==> config.mk <==
export PLATFORM = sky130hd
export DESIGN_NAME = olads_cell
export DESIGN_NICKNAME = d
export VERILOG_FILES = /design/src/sv/olads_pkg.sv /design/src/sv/olads_cell.sv
export SDC_FILE = /design/constraint.sdc
export NUM_CORES = 1
export LEC_CHECK = 0
export BUFFER_PORTS_ARGS = -buffer_cell sky130_fd_sc_hd__buf_2
export CAP_MARGIN = 0
export CORE_UTILIZATION = 40
export DETAILED_ROUTE_END_ITERATION = 16
export GPL_TIMING_DRIVEN = 0
export HOLD_SLACK_MARGIN = 0.03
export PLACE_DENSITY = 0.73
export SLEW_MARGIN = 20
export SYNTH_ARGS = -nofsm -noshare
export SYNTH_HDL_FRONTEND = slang
export SYNTH_SLANG_ARGS = --single-unit
==> constraint.sdc <==
create_clock -name clk_i -period 1.9 [get_ports clk_i]
set_input_delay 0 -clock clk_i [delete_from_list [all_inputs] [get_ports clk_i]]
set_output_delay 0 -clock clk_i [all_outputs]
set_load 0.01 [all_outputs]
==> src/sv/olads_pkg.sv <==
// ----------------------------------------------------------------------------
// olads_pkg: shared types and constants for the ordered list core
// Store depth, derived widths, command and status codes, cell control bundle.
// ----------------------------------------------------------------------------
`default_nettype none

package olads_pkg;

  localparam int DEPTH   = 256;
  localparam int DATA_W  = 32;
  localparam int IDX_W   = (DEPTH > 1) ? $clog2(DEPTH) : 1;
  localparam int CNT_W   = $clog2(DEPTH + 1);
  localparam int POS_W   = 8;
  localparam int FPOS_W  = 8;
  localparam int LEN_W   = 9;
  localparam int CMP_W   = (CNT_W > POS_W) ? CNT_W : POS_W;

  // Find encoder: groups of GRP_SZ match bits, then a select over groups
  localparam int GRP_SZ  = 16;
  localparam int GRP_W   = $clog2(GRP_SZ);
  localparam int NGRP    = (DEPTH + GRP_SZ - 1) / GRP_SZ;
  localparam int GSEL_W  = (NGRP > 1) ? $clog2(NGRP) : 1;
  localparam int PIDX_W  = GSEL_W + GRP_W;

  typedef enum logic [1:0] {
    CMD_APPEND = 2'd0,
    CMD_DELETE = 2'd1,
    CMD_FIND   = 2'd2
  } cmd_e;

  typedef enum logic [1:0] {
    ST_OK       = 2'd0,
    ST_FULL     = 2'd1,
    ST_RANGE    = 2'd2,
    ST_NOTFOUND = 2'd3
  } status_e;

  typedef enum logic [2:0] {
    S_IDLE,
    S_EXEC,
    S_GRP,
    S_SEL,
    S_DONE
  } state_e;

  typedef struct packed {
    logic              append_en;
    logic              delete_en;
    logic [CNT_W-1:0]  count;
    logic [POS_W-1:0]  pos;
    logic [DATA_W-1:0] value;
  } cell_ctl_t;

endpackage

`default_nettype wire

==> src/sv/olads_cell.sv <==
// ----------------------------------------------------------------------------
// olads_cell: one list slot
// Holds one entry, loads on append at the tail, takes the right neighbor's
// entry on delete at or below its index, and flags a match for find.
// ----------------------------------------------------------------------------
`default_nettype none

module olads_cell (
  input  wire                        clk_i,
  input  olads_pkg::cell_ctl_t       ctl_i,
  input  wire  [olads_pkg::IDX_W-1:0]  idx_i,
  input  wire  [olads_pkg::DATA_W-1:0] next_i,
  output logic [olads_pkg::DATA_W-1:0] entry_o,
  output logic                       match_o
);
  import olads_pkg::*;

  logic [DATA_W-1:0] entry_q, entry_d;
  logic [CMP_W-1:0]  idx_x, cnt_x, pos_x;
  logic              occupied;

  assign idx_x    = CMP_W'(idx_i);
  assign cnt_x    = CMP_W'(ctl_i.count);
  assign pos_x    = CMP_W'(ctl_i.pos);
  assign occupied = idx_x < cnt_x;

  always_comb begin
    entry_d = entry_q;
    if (ctl_i.append_en && (idx_x == cnt_x)) begin
      entry_d = ctl_i.value;
    end else if (ctl_i.delete_en && (idx_x >= pos_x)) begin
      entry_d = next_i;
    end
  end

  always_ff @(posedge clk_i) begin
    entry_q <= entry_d;
  end

  assign entry_o = entry_q;
  assign match_o = occupied && (entry_q == ctl_i.value);

endmodule

`default_nettype wire

==> metrics.md <==
| Metric | Value |
|---|---|
| Final Cell Area | 0.003288 mm^2 |
| Status | finished with violations |
| WP data required | 1.90 ns |
| Placement-stage cell area | 0.002831 mm^2 |
| First-pass GRT wire length | 8142 um |
| Leak | roughly 0.0015 uW |
| Initial antenna violation count | 0 |
| Detail Placement HPWL | a little under 4000 um |
| Max-Cap Viols | 0 |
| Die Y | ~75 um |
| Crit end category | output pin |
| Die Wd | 74.84 um |
| N_diodes | 0 |
| Critical Path, Cell by Cell | xnor2_1 > nand4_1 > nor4_4 > o2111ai_2 > nor3_2 > buf_2 |
| Post-route ant nets | 0 |
| Power Total | ~1900 uW |
| First DRT Iteration DRCs | 22 |
| Post-synthesis cell count | roughly 160 |
| Most frequent cells in the layout | buf_2 (124), dlygate4sd3_1 (34), edfxtp_1 (32), mux2_2 (28) |
| TritonCTS buffer count | 5 |
| RD Place Congestion | roughly 0.83 |
| Most common cell after layout, fill and taps aside | buf_2 |
| Critical path arrival | 1.93 ns |
| CP delay by family, top | simple AND/OR/NAND/NOR gates |
| Post-synthesis cell type count | 23 |
| Fillcell total | 418 |
| Slew Viols, Final | 0 |
| Post-route insts no fill | 399 |
| Final worst-path cycle share | 101.8% |
| Multi-input logic area | ~0.0011 mm^2 |
| Register bit total from synthesis | 32 |
| Setup repair bufs after CTS | 0 |
| Die ar. | 0.005600 mm^2 |
| DRC | 0 |
| Area delta synth->final | 54.95% |
| Largest net degree at the start of global routing | 33 |
| Crit-path max FO | 2 |
| GR Util All Layers | approximately a fifth |
| Rel. slew slack | 72.51% |
| CP max stage delay | 0.42 ns |
| Vias in the first global route | 1852 |
| Buffers and inverters on the worst path | 1 |
| Tmin final | 1.935 ns |
| Num ports | 125 |
| Final #Nets | around 440 |
| Core area | 0.005107 mm^2 |
| Routed vias/inst | between 4 and 5 |
| Clk sinks | 32 |
| H-tree depth | 2 |
| DR pass1 iterations | 4 |
| Worst setup path class | flop to output pin |
| Placed insts | 357 |
| Proportion of layout cells with a drive suffix above 1 | 50.76% |
| TritonCTS clock tree | yes |
| IO buf count | 124 |
| Starting Density | 41.55% |
| Clk buf depth | 2 |
| Remaining Overflow, GRT | 0 |
| Worst hold path type | primary input to flop |
| Tightest Pin Transition | between 0.4 and 0.5 ns |
| Core Rows | 26 |
| Yosys warns | 0 |
| Synth Cell Area | 0.002122 mm^2 |
| WL final | 5440 um |
| Clock slew at reported path FFs | 0.07 ns |
| Endpoints failing setup | 1 |
| Max Freq | 516.8 MHz |
| Syn Area/Cell | 13.02 um^2 |
| Register area | 960.9 um^2 |
| VDD IR-drop max | 0.3836 mV |
| Final Worst Setup Slack | -0.03493 ns |
| Violated checks | setup timing |
| Pwr Density | 581.0 mW/mm^2 |
| Post-synthesis sequential area ratio | 45.28% |
| Startpoint Class | flop |
| CTS root buf | clkbuf_8 |
| Via count | 1875 |
| RSZ-0062 raised after global routing | true |
| Critical-path top delay cell | edfxtp_1 |
| WHS | 0.04410 ns |
| Net Count, Synth | 271 |
| Final hold viol count | 0 |
| Drt wl/cell | between 10 and 15 um |
| Max reg flops | 32 |
[cells in the mapped netlist]
cell,number,share of area [%]
nor4_1,5,1.5
nand4_1,6,1.8
xor2_1,16,6.6
nand2b_1,1,0.29
o311ai_0,1,0.41
a21o_1,4,1.4
a21oi_1,4,0.94
a211oi_1,2,0.71
buf_6,3,1.6
xnor2_1,16,6.6
nand4b_4,1,1.1
ha_1,16,9.4
nor2_1,2,0.35
mux2_1,4,2.1
mux2_2,28,15
nor3_4,1,0.77
inv_1,15,2.7
edfxtp_1,32,45
nor3_1,1,0.24
nand3_1,1,0.24
nand2_1,2,0.35
o2111ai_1,1,0.41
o31ai_1,1,0.35
[layer usage]
layer	global-route usage, %	vias to the layer above	wire [um]	part of all wire, %
met3	5.221	12	389	7.2
met4	9.224	0	92	1.7
li1	-	930	-	-
met1	23.02	847	2323	43
met5	0	-	0	0
met2	34.93	86	2635	48
[worst paths after layout]
kind / startpoint / endpoint / slack [ns] / cells past startpoint
worst max-delay path: entry_o[31]$_DFFE_PP_ / match_o / -0.03 / 6
worst min-delay path: ctl_i[1] / entry_o[1]$_DFFE_PP_ / 0.04 / 2
[final cells by class]
cell class	instances	area share [%]
multi-input combinational	113	33.60
timing repair buffer	158	29.22
sequential	32	29.22
clock buffer	6	2.207
tap	70	2.664
clock inverter	2	0.3425
buffer	3	1.027
inverter	15	1.712
[report_power, final]
| group | total, uW | internal [uW] | leakage, uW | switching [uW] |
|---|---|---|---|---|
| logic | 496 | 273 | 0.00117 | 223 |
| clock network | 506 | 254 | 0.0000388 | 253 |
| registers | 908 | 863 | 0.000298 | 45.0 |
| total | 1910 | 1390 | 0.00150 | 520 |
[per-stage QoR]
stage / TNS (ns) / setup WS [ns] / util, %
3_5_place_dp: -13.03 / -0.4080 / 55.44
5_1_grt: -0.1712 / -0.1712 / 64.38
6_report: -0.03493 / -0.03493 / 64.38
4_1_cts: -0.05933 / -0.05933 / 64.38
3_3_place_gp: -13.20 / -0.4135 / 55.44
2_1_floorplan: 0 / 0.09853 / -
[timing repair]
action | CTS | global route
endpoints found under the setup margin | 33 | 1
resized for setup | 5 | 0
hold endpoints to repair | 32 | 0
pin swaps | 2 | 2
hold buffers | 34 | 0
[kinds of logic (layout without fill, tap and decap cells)]
group                    Yosys count  after routing  share of synthesized area, %
AO/OA/AOI/OAI                     13             13                         4.245
AND/OR/NAND/NOR                   20             20                         6.604
adder cells (fa/ha/maj)           16             16                         9.434
multiplexers                      32             32                         16.98
flip-flops                        32             32                         45.28
buffers and inverters             18            184                         4.245
XOR/XNOR                          32             32                         13.21
(Power assumes the default switching activity.)
